===== src/hdl/fpct_pkg.sv =====
// ----------------------------------------------------------------------------
// fpct_pkg
// Shared constants, types and controller encoding for the formation pair
// category table.
// ----------------------------------------------------------------------------
`default_nettype none

package fpct_pkg;

    localparam int FORMATION_W       = 8;
    localparam int CATEGORY_W        = 9;
    localparam int FCOUNT_W          = 9;
    localparam int KEY_W             = 2 * FORMATION_W;
    localparam int MAX_PAIRS_DEFAULT = 256;

    typedef logic [FORMATION_W-1:0] formation_t;
    typedef logic [CATEGORY_W-1:0]  category_t;
    typedef logic [FCOUNT_W-1:0]    fcount_t;
    typedef logic [KEY_W-1:0]       pair_key_t;

    typedef enum logic [1:0] {
        ST_IDLE,
        ST_SEARCH,
        ST_DONE
    } fpct_state_t;

    // controller -> datapath
    typedef struct packed {
        logic load_in;    // capture the accepted connection
        logic search;     // walk the pair table
        logic take_hit;   // resolve as an existing pair
        logic take_miss;  // resolve as a new pair (append or full)
        logic push;       // move the pending result to the output register
    } fpct_cmd_t;

    // datapath -> controller
    typedef struct packed {
        logic in_same;    // incoming indices are equal
        logic hit;        // compared entry matches the key
        logic miss_end;   // every held entry compared, no match
    } fpct_status_t;

endpackage

`default_nettype wire


===== src/hdl/fpct_if.sv =====
// ----------------------------------------------------------------------------
// fpct_conn_if / fpct_result_if
// Valid/ready channels for connections in and categories out.
// ----------------------------------------------------------------------------
`default_nettype none

interface fpct_conn_if;
    import fpct_pkg::*;

    logic       valid;
    logic       ready;
    formation_t formation_a;
    formation_t formation_b;

    modport source (output valid, output formation_a, output formation_b, input ready);
    modport sink   (input valid, input formation_a, input formation_b, output ready);
endinterface

interface fpct_result_if;
    import fpct_pkg::*;

    logic      valid;
    logic      ready;
    category_t category;
    logic      crossing;
    logic      table_full;

    modport source (output valid, output category, output crossing, output table_full,
                    input ready);
    modport sink   (input valid, input category, input crossing, input table_full,
                    output ready);
endinterface

`default_nettype wire


===== src/hdl/fpct_ram.sv =====
// ----------------------------------------------------------------------------
// fpct_ram
// Simple dual-port RAM: one write port, one read port with registered data.
// ----------------------------------------------------------------------------
`default_nettype none

module fpct_ram #(
    parameter  int WIDTH = 16,
    parameter  int DEPTH = 256,
    localparam int AW    = (DEPTH > 1) ? $clog2(DEPTH) : 1
) (
    input  wire logic             clk,
    input  wire logic             wr_en,
    input  wire logic [AW-1:0]    wr_addr,
    input  wire logic [WIDTH-1:0] wr_data,
    input  wire logic             rd_en,
    input  wire logic [AW-1:0]    rd_addr,
    output      logic [WIDTH-1:0] rd_data
);

    logic [WIDTH-1:0] mem [DEPTH];

    always_ff @(posedge clk)
    begin
        if (wr_en)
        begin
            mem[wr_addr] <= wr_data;
        end
        if (rd_en)
        begin
            rd_data <= mem[rd_addr];
        end
    end

endmodule

`default_nettype wire


===== src/hdl/fpct_ctrl.sv =====
// ----------------------------------------------------------------------------
// fpct_ctrl
// Sequencer: accept, table walk, result hand-off; owns the output valid.
// ----------------------------------------------------------------------------
`default_nettype none

module fpct_ctrl (
    input  wire logic                   clk,
    input  wire logic                   rst_n,
    input  wire logic                   conn_valid,
    output      logic                   conn_ready,
    output      logic                   res_valid,
    input  wire logic                   res_ready,
    input  wire fpct_pkg::fpct_status_t status,
    output      fpct_pkg::fpct_cmd_t    cmd
);
    import fpct_pkg::*;

    fpct_state_t state_reg, state_next;
    logic        out_vld_reg, out_vld_next;
    logic        conn_fire;
    logic        out_free;

    assign conn_ready = (state_reg == ST_IDLE);
    assign conn_fire  = conn_valid && conn_ready;
    assign out_free   = !out_vld_reg || res_ready;
    assign res_valid  = out_vld_reg;

    always_comb
    begin
        state_next = state_reg;
        unique case (state_reg)
            ST_IDLE:
            begin
                if (conn_fire)
                begin
                    state_next = status.in_same ? ST_DONE : ST_SEARCH;
                end
            end
            ST_SEARCH:
            begin
                if (status.hit || status.miss_end)
                begin
                    state_next = ST_DONE;
                end
            end
            ST_DONE:
            begin
                if (out_free)
                begin
                    state_next = ST_IDLE;
                end
            end
            default:
            begin
                state_next = ST_IDLE;
            end
        endcase
    end

    always_comb
    begin
        cmd = '0;
        unique case (state_reg)
            ST_IDLE:
            begin
                cmd.load_in = conn_fire;
            end
            ST_SEARCH:
            begin
                cmd.search    = 1'b1;
                cmd.take_hit  = status.hit;
                cmd.take_miss = status.miss_end;
            end
            ST_DONE:
            begin
                cmd.push = out_free;
            end
            default:
            begin
                cmd = '0;
            end
        endcase
    end

    always_comb
    begin
        out_vld_next = out_vld_reg;
        if (cmd.push)
        begin
            out_vld_next = 1'b1;
        end
        else if (res_ready)
        begin
            out_vld_next = 1'b0;
        end
    end

    always_ff @(posedge clk or negedge rst_n)
    begin
        if (!rst_n)
        begin
            state_reg   <= ST_IDLE;
            out_vld_reg <= 1'b0;
        end
        else
        begin
            state_reg   <= state_next;
            out_vld_reg <= out_vld_next;
        end
    end

endmodule

`default_nettype wire


===== src/hdl/fpct_dp.sv =====
// ----------------------------------------------------------------------------
// fpct_dp
// Datapath: key build, pipelined table compare, pair count, category adder,
// pending and output result registers.
// ----------------------------------------------------------------------------
`default_nettype none

module fpct_dp #(
    parameter  int MAX_PAIRS = fpct_pkg::MAX_PAIRS_DEFAULT,
    localparam int AW        = (MAX_PAIRS > 1) ? $clog2(MAX_PAIRS) : 1
) (
    input  wire logic                   clk,
    input  wire logic                   rst_n,
    input  wire fpct_pkg::fpct_cmd_t    cmd,
    output      fpct_pkg::fpct_status_t status,
    input  wire logic                   cfg_wr_en,
    input  wire fpct_pkg::fcount_t      cfg_wr_data,
    input  wire fpct_pkg::formation_t   formation_a,
    input  wire fpct_pkg::formation_t   formation_b,
    output      fpct_pkg::category_t    category,
    output      logic                   crossing,
    output      logic                   table_full,
    output      logic                   ram_wr_en,
    output      logic [AW-1:0]          ram_wr_addr,
    output      fpct_pkg::pair_key_t    ram_wr_data,
    output      logic                   ram_rd_en,
    output      logic [AW-1:0]          ram_rd_addr,
    input  wire fpct_pkg::pair_key_t    ram_rd_data
);
    import fpct_pkg::*;

    localparam int CNT_W = $clog2(MAX_PAIRS + 1);
    localparam int SUM_W = (CNT_W > CATEGORY_W) ? CNT_W : CATEGORY_W;

    fcount_t          fcount_reg;
    logic [CNT_W-1:0] count_reg, count_next;
    pair_key_t        key_reg, key_next;
    logic [CNT_W-1:0] rd_idx_reg, rd_idx_next;
    logic [CNT_W-1:0] cmp_idx_reg, cmp_idx_next;
    logic             cmp_vld_reg, cmp_vld_next;
    category_t        res_cat_reg, res_cat_next;
    logic             res_cross_reg, res_cross_next;
    logic             res_full_reg, res_full_next;
    category_t        out_cat_reg;
    logic             out_cross_reg;
    logic             out_full_reg;

    formation_t       in_hi, in_lo;
    logic             issue;
    logic             full;
    logic [CNT_W-1:0] base_idx;
    logic [SUM_W-1:0] cat_sum;

    assign in_hi = (formation_a > formation_b) ? formation_a : formation_b;
    assign in_lo = (formation_a > formation_b) ? formation_b : formation_a;

    assign full  = (count_reg == CNT_W'(MAX_PAIRS));
    assign issue = cmd.search && (rd_idx_reg < count_reg);

    assign status.in_same  = (formation_a == formation_b);
    assign status.hit      = cmp_vld_reg && (ram_rd_data == key_reg);
    assign status.miss_end = !cmp_vld_reg && (rd_idx_reg >= count_reg);

    // category base: matched position on a hit, current fill on a miss
    assign base_idx = cmd.take_hit ? cmp_idx_reg : count_reg;
    assign cat_sum  = SUM_W'(fcount_reg) + SUM_W'(base_idx);

    assign ram_rd_en   = issue;
    assign ram_rd_addr = rd_idx_reg[AW-1:0];
    assign ram_wr_en   = cmd.take_miss && !full;
    assign ram_wr_addr = count_reg[AW-1:0];
    assign ram_wr_data = key_reg;

    assign category   = out_cat_reg;
    assign crossing   = out_cross_reg;
    assign table_full = out_full_reg;

    always_comb
    begin
        key_next       = key_reg;
        rd_idx_next    = rd_idx_reg;
        cmp_idx_next   = cmp_idx_reg;
        cmp_vld_next   = cmp_vld_reg;
        count_next     = count_reg;
        res_cat_next   = res_cat_reg;
        res_cross_next = res_cross_reg;
        res_full_next  = res_full_reg;

        if (cmd.load_in)
        begin
            key_next       = {in_hi, in_lo};
            rd_idx_next    = '0;
            cmp_vld_next   = 1'b0;
            res_cat_next   = CATEGORY_W'(formation_a);
            res_cross_next = 1'b0;
            res_full_next  = 1'b0;
        end
        else if (cmd.search)
        begin
            cmp_vld_next = issue;
            if (issue)
            begin
                rd_idx_next  = rd_idx_reg + 1'b1;
                cmp_idx_next = rd_idx_reg;
            end
        end

        if (cmd.take_hit)
        begin
            res_cat_next   = cat_sum[CATEGORY_W-1:0];
            res_cross_next = 1'b1;
            res_full_next  = 1'b0;
        end
        else if (cmd.take_miss)
        begin
            res_cross_next = 1'b1;
            if (full)
            begin
                res_cat_next  = '0;
                res_full_next = 1'b1;
            end
            else
            begin
                res_cat_next  = cat_sum[CATEGORY_W-1:0];
                res_full_next = 1'b0;
                count_next    = count_reg + 1'b1;
            end
        end
    end

    always_ff @(posedge clk or negedge rst_n)
    begin
        if (!rst_n)
        begin
            fcount_reg  <= '0;
            count_reg   <= '0;
            rd_idx_reg  <= '0;
            cmp_vld_reg <= 1'b0;
        end
        else
        begin
            if (cfg_wr_en)
            begin
                fcount_reg <= cfg_wr_data;
            end
            count_reg   <= count_next;
            rd_idx_reg  <= rd_idx_next;
            cmp_vld_reg <= cmp_vld_next;
        end
    end

    always_ff @(posedge clk)
    begin
        key_reg       <= key_next;
        cmp_idx_reg   <= cmp_idx_next;
        res_cat_reg   <= res_cat_next;
        res_cross_reg <= res_cross_next;
        res_full_reg  <= res_full_next;
        if (cmd.push)
        begin
            out_cat_reg   <= res_cat_reg;
            out_cross_reg <= res_cross_reg;
            out_full_reg  <= res_full_reg;
        end
    end

endmodule

`default_nettype wire


===== src/hdl/formation_pair_category_table.sv =====
// ----------------------------------------------------------------------------
// formation_pair_category_table
// Maps a cell connection's two formation indices to a formation or pair
// category, keeping a table of distinct ordered formation pairs.
// ----------------------------------------------------------------------------
// Sequence: equal indices skip the table walk and go straight to the result;
//   a differing pair walks the n pairs held and ends early on a hit, or
//   appends itself (or flags a full table) on a miss.
// Table walk: linear, through the single read port, one entry a cycle; a new
//   connection is taken only after the previous one has left the walk.
// Reset: pair count, formation_count and all handshake state clear at once;
//   table contents are left as is (only entries below the count are read).
// ----------------------------------------------------------------------------
`default_nettype none

module formation_pair_category_table #(
    parameter int MAX_PAIRS = fpct_pkg::MAX_PAIRS_DEFAULT
) (
    input  wire logic              clk,
    input  wire logic              rst_n,
    fpct_conn_if.sink              connection,
    fpct_result_if.source          result,
    input  wire logic              cfg_wr_en,
    input  wire fpct_pkg::fcount_t cfg_wr_data
);
    import fpct_pkg::*;

    localparam int AW = (MAX_PAIRS > 1) ? $clog2(MAX_PAIRS) : 1;

    fpct_cmd_t    cmd;
    fpct_status_t status;

    // pair table port signals
    logic          ram_wr_en;
    logic [AW-1:0] ram_wr_addr;
    pair_key_t     ram_wr_data;
    logic          ram_rd_en;
    logic [AW-1:0] ram_rd_addr;
    pair_key_t     ram_rd_data;

    // Sequencer. A transfer is taken only in idle; the output register lets
    // the next connection come in while the previous result still waits.
    fpct_ctrl u_ctrl (
        .clk        (clk),
        .rst_n      (rst_n),
        .conn_valid (connection.valid),
        .conn_ready (connection.ready),
        .res_valid  (result.valid),
        .res_ready  (result.ready),
        .status     (status),
        .cmd        (cmd)
    );

    // Key ordering (larger index in the high byte), compare pipeline
    // (address issued one cycle, registered data compared the next),
    // append logic and category adder (formation_count + position, mod 512).
    fpct_dp #(
        .MAX_PAIRS (MAX_PAIRS)
    ) u_dp (
        .clk         (clk),
        .rst_n       (rst_n),
        .cmd         (cmd),
        .status      (status),
        .cfg_wr_en   (cfg_wr_en),
        .cfg_wr_data (cfg_wr_data),
        .formation_a (connection.formation_a),
        .formation_b (connection.formation_b),
        .category    (result.category),
        .crossing    (result.crossing),
        .table_full  (result.table_full),
        .ram_wr_en   (ram_wr_en),
        .ram_wr_addr (ram_wr_addr),
        .ram_wr_data (ram_wr_data),
        .ram_rd_en   (ram_rd_en),
        .ram_rd_addr (ram_rd_addr),
        .ram_rd_data (ram_rd_data)
    );

    // Pair table storage: MAX_PAIRS ordered keys, filled in arrival order.
    fpct_ram #(
        .WIDTH (KEY_W),
        .DEPTH (MAX_PAIRS)
    ) u_pair_ram (
        .clk     (clk),
        .wr_en   (ram_wr_en),
        .wr_addr (ram_wr_addr),
        .wr_data (ram_wr_data),
        .rd_en   (ram_rd_en),
        .rd_addr (ram_rd_addr),
        .rd_data (ram_rd_data)
    );

endmodule

`default_nettype wire

===== src/flat_wrapper.sv =====
// flat-port wrapper written by rule: the top's interface ports become plain ports
module formation_pair_category_table_flat import fpct_pkg::*;
#(
    parameter int MAX_PAIRS = fpct_pkg::MAX_PAIRS_DEFAULT
)
  (clk, rst_n, cfg_wr_en, cfg_wr_data, connection_valid, connection_formation_a, connection_formation_b, connection_ready, result_valid, result_category, result_crossing, result_table_full, result_ready);
  fpct_conn_if connection_i ();
  fpct_result_if result_i ();
  input  wire logic clk;
  input  wire logic rst_n;
  input  wire logic cfg_wr_en;
  input  wire fpct_pkg::fcount_t cfg_wr_data;
  input wire logic [$bits(connection_i.valid)-1:0] connection_valid;
  input wire logic [$bits(connection_i.formation_a)-1:0] connection_formation_a;
  input wire logic [$bits(connection_i.formation_b)-1:0] connection_formation_b;
  output wire logic [$bits(connection_i.ready)-1:0] connection_ready;
  output wire logic [$bits(result_i.valid)-1:0] result_valid;
  output wire logic [$bits(result_i.category)-1:0] result_category;
  output wire logic [$bits(result_i.crossing)-1:0] result_crossing;
  output wire logic [$bits(result_i.table_full)-1:0] result_table_full;
  input wire logic [$bits(result_i.ready)-1:0] result_ready;
  assign connection_i.valid = connection_valid;
  assign connection_i.formation_a = connection_formation_a;
  assign connection_i.formation_b = connection_formation_b;
  assign connection_ready = connection_i.ready;
  assign result_valid = result_i.valid;
  assign result_category = result_i.category;
  assign result_crossing = result_i.crossing;
  assign result_table_full = result_i.table_full;
  assign result_i.ready = result_ready;
  formation_pair_category_table #(.MAX_PAIRS(MAX_PAIRS)) u_core (.clk(clk), .rst_n(rst_n), .connection(connection_i), .result(result_i), .cfg_wr_en(cfg_wr_en), .cfg_wr_data(cfg_wr_data));
endmodule

===== config.mk =====
export PLATFORM = sky130hd
export DESIGN_NAME = formation_pair_category_table_flat
export DESIGN_NICKNAME = d
export VERILOG_FILES = /design/src/hdl/fpct_pkg.sv /design/src/hdl/fpct_if.sv /design/src/hdl/fpct_ram.sv /design/src/hdl/fpct_ctrl.sv /design/src/hdl/fpct_dp.sv /design/src/hdl/formation_pair_category_table.sv /design/src/flat_wrapper.sv
export SDC_FILE = /design/constraint.sdc
export NUM_CORES = 2
export LEC_CHECK = 0
export BUFFER_PORTS_ARGS = -buffer_cell sky130_fd_sc_hd__buf_2
export CAP_MARGIN = 20
export CORE_UTILIZATION = 60
export CTS_CLUSTER_DIAMETER = 30
export DETAILED_ROUTE_END_ITERATION = 7
export PLACE_DENSITY_LB_ADDON = 0.15
export SETUP_SLACK_MARGIN = 0.4
export SLEW_MARGIN = 25
export SYNTH_ARGS = -nofsm -noshare
export SYNTH_HDL_FRONTEND = slang
export SYNTH_SLANG_ARGS = --single-unit
export TNS_END_PERCENT = 20

===== constraint.sdc =====
create_clock -name clk -period 8.1 [get_ports clk]
set_input_delay 0.81 -clock clk [delete_from_list [all_inputs] [get_ports clk]]
set_output_delay 0.81 -clock clk [all_outputs]
set_load 0.05 [all_outputs]

==> impl_metrics.toml <==
[status]
status = "completed"

[clock_network]
ctsRootBufferMaster = "clkbuf_16"
path_clk_slew_ns = 0.05
cts_max_path_buffers = 4
cts_tree = "done"
ctsResizeCount = 0
clkSinkCount = 4190
htreeDepth = 6
cts_buffers = 656
clk_latency_ns = 1.05

[yosys]
post-synth-top-count-cell = "edfxtp_1"
synth-edff-count = 4157
ys_seq_area_share_pct = 77.8
synth.distinct_cells = 77
synth_area_um2 = 162000
yosysTopAreaCellShare_pct = 77.3
synth_seq_cells = 4190
synthTopCellsByCount = "edfxtp_1 (4157), mux4_2 (962), nor2_1 (316)"
ys_warn_count = 0
synth.largest_area_cell = "edfxtp_1"
synth_area_per_cell_um2 = 22.3
synthCells = 7244
syn-num-nets = 7306
synth-async-reset-ratio_pct = 0.740
ys.flop_type = "edfxtp_1"
synth.area.top_cells = "edfxtp_1 (77%), mux4_2 (13%), mux2i_1 (1.4%), a22oi_1 (0.79%), nor2_1 (0.73%)"

[sta]
tightest_slew_ns = 1.26
setup_ws_ns = 2.75
hold_viol = 0
finalCritPeriodShare_pct = 66.1
maxSlewHeadroom_pct = 16.2
fin_crit_ns = 5.35
fin_skew_ns = 0.0650
setup-tns-final_ns = 0
rsz0062_at_grt = "false"
slew_viol_final = 0
setup_viol = 0
maxClockFrequency_mhz = 187

[final_layout]
largest-register = "u_core.u_pair_ram.mem"
largest_reg_flops = 4096
drive_above_1_share_pct = 30.6
finish.utilization_pct = 71.0
syn2layout_area_growth_pct = 17.8
fin_nets = 7994

[die]
dieArea_um2 = 271000
rows = 190
start_util_pct = 60.3
die_y_um = 521
core-area_um2 = 268000
die_w_um = 521
io_pins = 43

[pwr]
ir_drop_v = 0.000336
leakage_nw = 60.5
power.density_nw_per_um2 = 338

[worst_setup_path]
r2r_start = "u_core.u_dp.rd_idx_reg[1]"
crit_family = "buffers and inverters"
cpPeakStageDelay_ns = 0.90
crit_type = "flop to flop"
crit_path_start_kind = "flop"
crit_chain = "buf_4 -> buf_4 -> mux4_2 -> a22oi_1 -> a21oi_1 -> nor3_1 -> o41ai_1 -> a21oi_1 -> a211oi_1"
cp_num_buf_inv = 2
arrival_ns = 6.10
cp_slowest_cell = "dfrtp_4"
path_max_fanout = 56
cp.required_ns = 8.85
cp-startpoint = "u_core.u_dp.rd_idx_reg[1]"
cp-end-kind = "flop"

[place]
dp_hpwl_um = 254000
preCtsSetupSlack_ns = 2.81
port_buffers = 42
place.gp.congestion = 0.910

[global_route]
gr-usage-all-layers_pct = 33.7
grt_pass1_vias = 83700
grt_pass1_wl_um = 636000
grt.overflow.total = 0
antenna_found_initial = 26
grt_max_degree = 196

[route]
drt_first_pass_iters = 6
ant_nets = 0
drc = 0
finalWirelength_um = 455000
drt_iter0_markers = 13000
wl_per_cell_um = 37.8
num_vias = 84500
viasPerCell = 7.02

[run]
cap_violations = 0

[hold_path]
hp-start = "cfg_wr_data[4]"
hold_class = "primary input to flop"
==> repair_timing <==
item                                   in CTS  in global routing
hold buffers                                5                  0
buffers inserted                            0                  0
endpoints found under the hold margin      35                  0
setup endpoints to repair                   0                  0
==> through the flow <==
stage	power (mW)	std cells	hold WS (ns)	area, um^2
after floorplan	32.9	7244	0.400	162000
after detailed placement	35.8	10800	0.431	167000
final	64.3	12000	0.0616	190000
after global placement	35.7	10800	0.427	167000
after global routing	65.8	12000	0.0589	190000
after CTS	64.3	12000	0.0233	190000
==> cells by family (layout without fill, tap and decap cells) <==
group | after synthesis | count (layout) | synth area share, %
other | 0 | 8 | 0
flip-flops | 4190 | 4190 | 77.8
buffers and inverters | 457 | 1691 | 1.76
XOR/XNOR | 37 | 37 | 0.201
multiplexers | 1233 | 1233 | 15.2
AO/OA/AOI/OAI | 751 | 751 | 3.39
AND/OR/NAND/NOR | 544 | 544 | 1.48
adder cells (fa/ha/maj) | 32 | 32 | 0.252
==> cell usage in the layout (no fill, tap or decap), types with 71 or more instances in the layout <==
master	synthesis	layout
clkbuf_1	130	71
buf_4	54	370
a221oi_1	103	103
clkinv_2	0	77
edfxtp_1	4157	4157
clkinvlp_4	0	73
mux4_2	962	962
a22oi_1	171	171
mux2i_1	234	234
clkinv_1	2	81
clkbuf_16	0	659
bufinv_16	0	96
nor2_1	316	278
a21oi_1	107	107
==> power by group <==
| part | total (mW) | switching, mW | internal (mW) | leakage [nW] |
|---|---|---|---|---|
| registers | 25.3 | 0.235 | 25.1 | 37.8 |
| clock network | 28.7 | 10.5 | 18.2 | 10.9 |
| logic | 10.2 | 6.26 | 3.97 | 11.8 |
==> final timing paths <==
check / slack, ns / endpoint / cells after the start
setup / recovery: 2.75 / u_core.u_pair_ram.rd_data[1] / 9
hold / removal: 0.06 / u_core.u_dp.fcount_reg[4] / 2
setup reg to reg: 2.75 / u_core.u_pair_ram.rd_data[1] / 9
hold reg to reg: 0.44 / u_core.u_dp.crossing / 0
max in group asynchronous: 6.92 / u_core.u_dp.rd_idx_reg[5] / 2
min in group asynchronous: 0.46 / u_core.u_ctrl.state_reg[1] / 2
==> layout make-up <==
class | instances | area (um^2)
antenna | 8 | 20.0
multi-input combinational | 2597 | 33400
sequential | 4190 | 126000
timing repair buffer | 460 | 3780
inverter | 27 | 109
fill | 15300 | 77600
tap | 3552 | 4440
clock buffer | 730 | 16800
clock inverter | 474 | 6110
==> layer usage <==
layer	part of all wire (%)	wire (um)	vias up	GRT usage, %
li1	-	-	32500	-
met1	37	166000	44700	47.3
met2	46	208000	6372	50.0
met3	13	59000	1017	9.58
met4	4.7	21400	12	14.7
met5	0.017	79	-	0
Power figures use the tool's default switching activity.
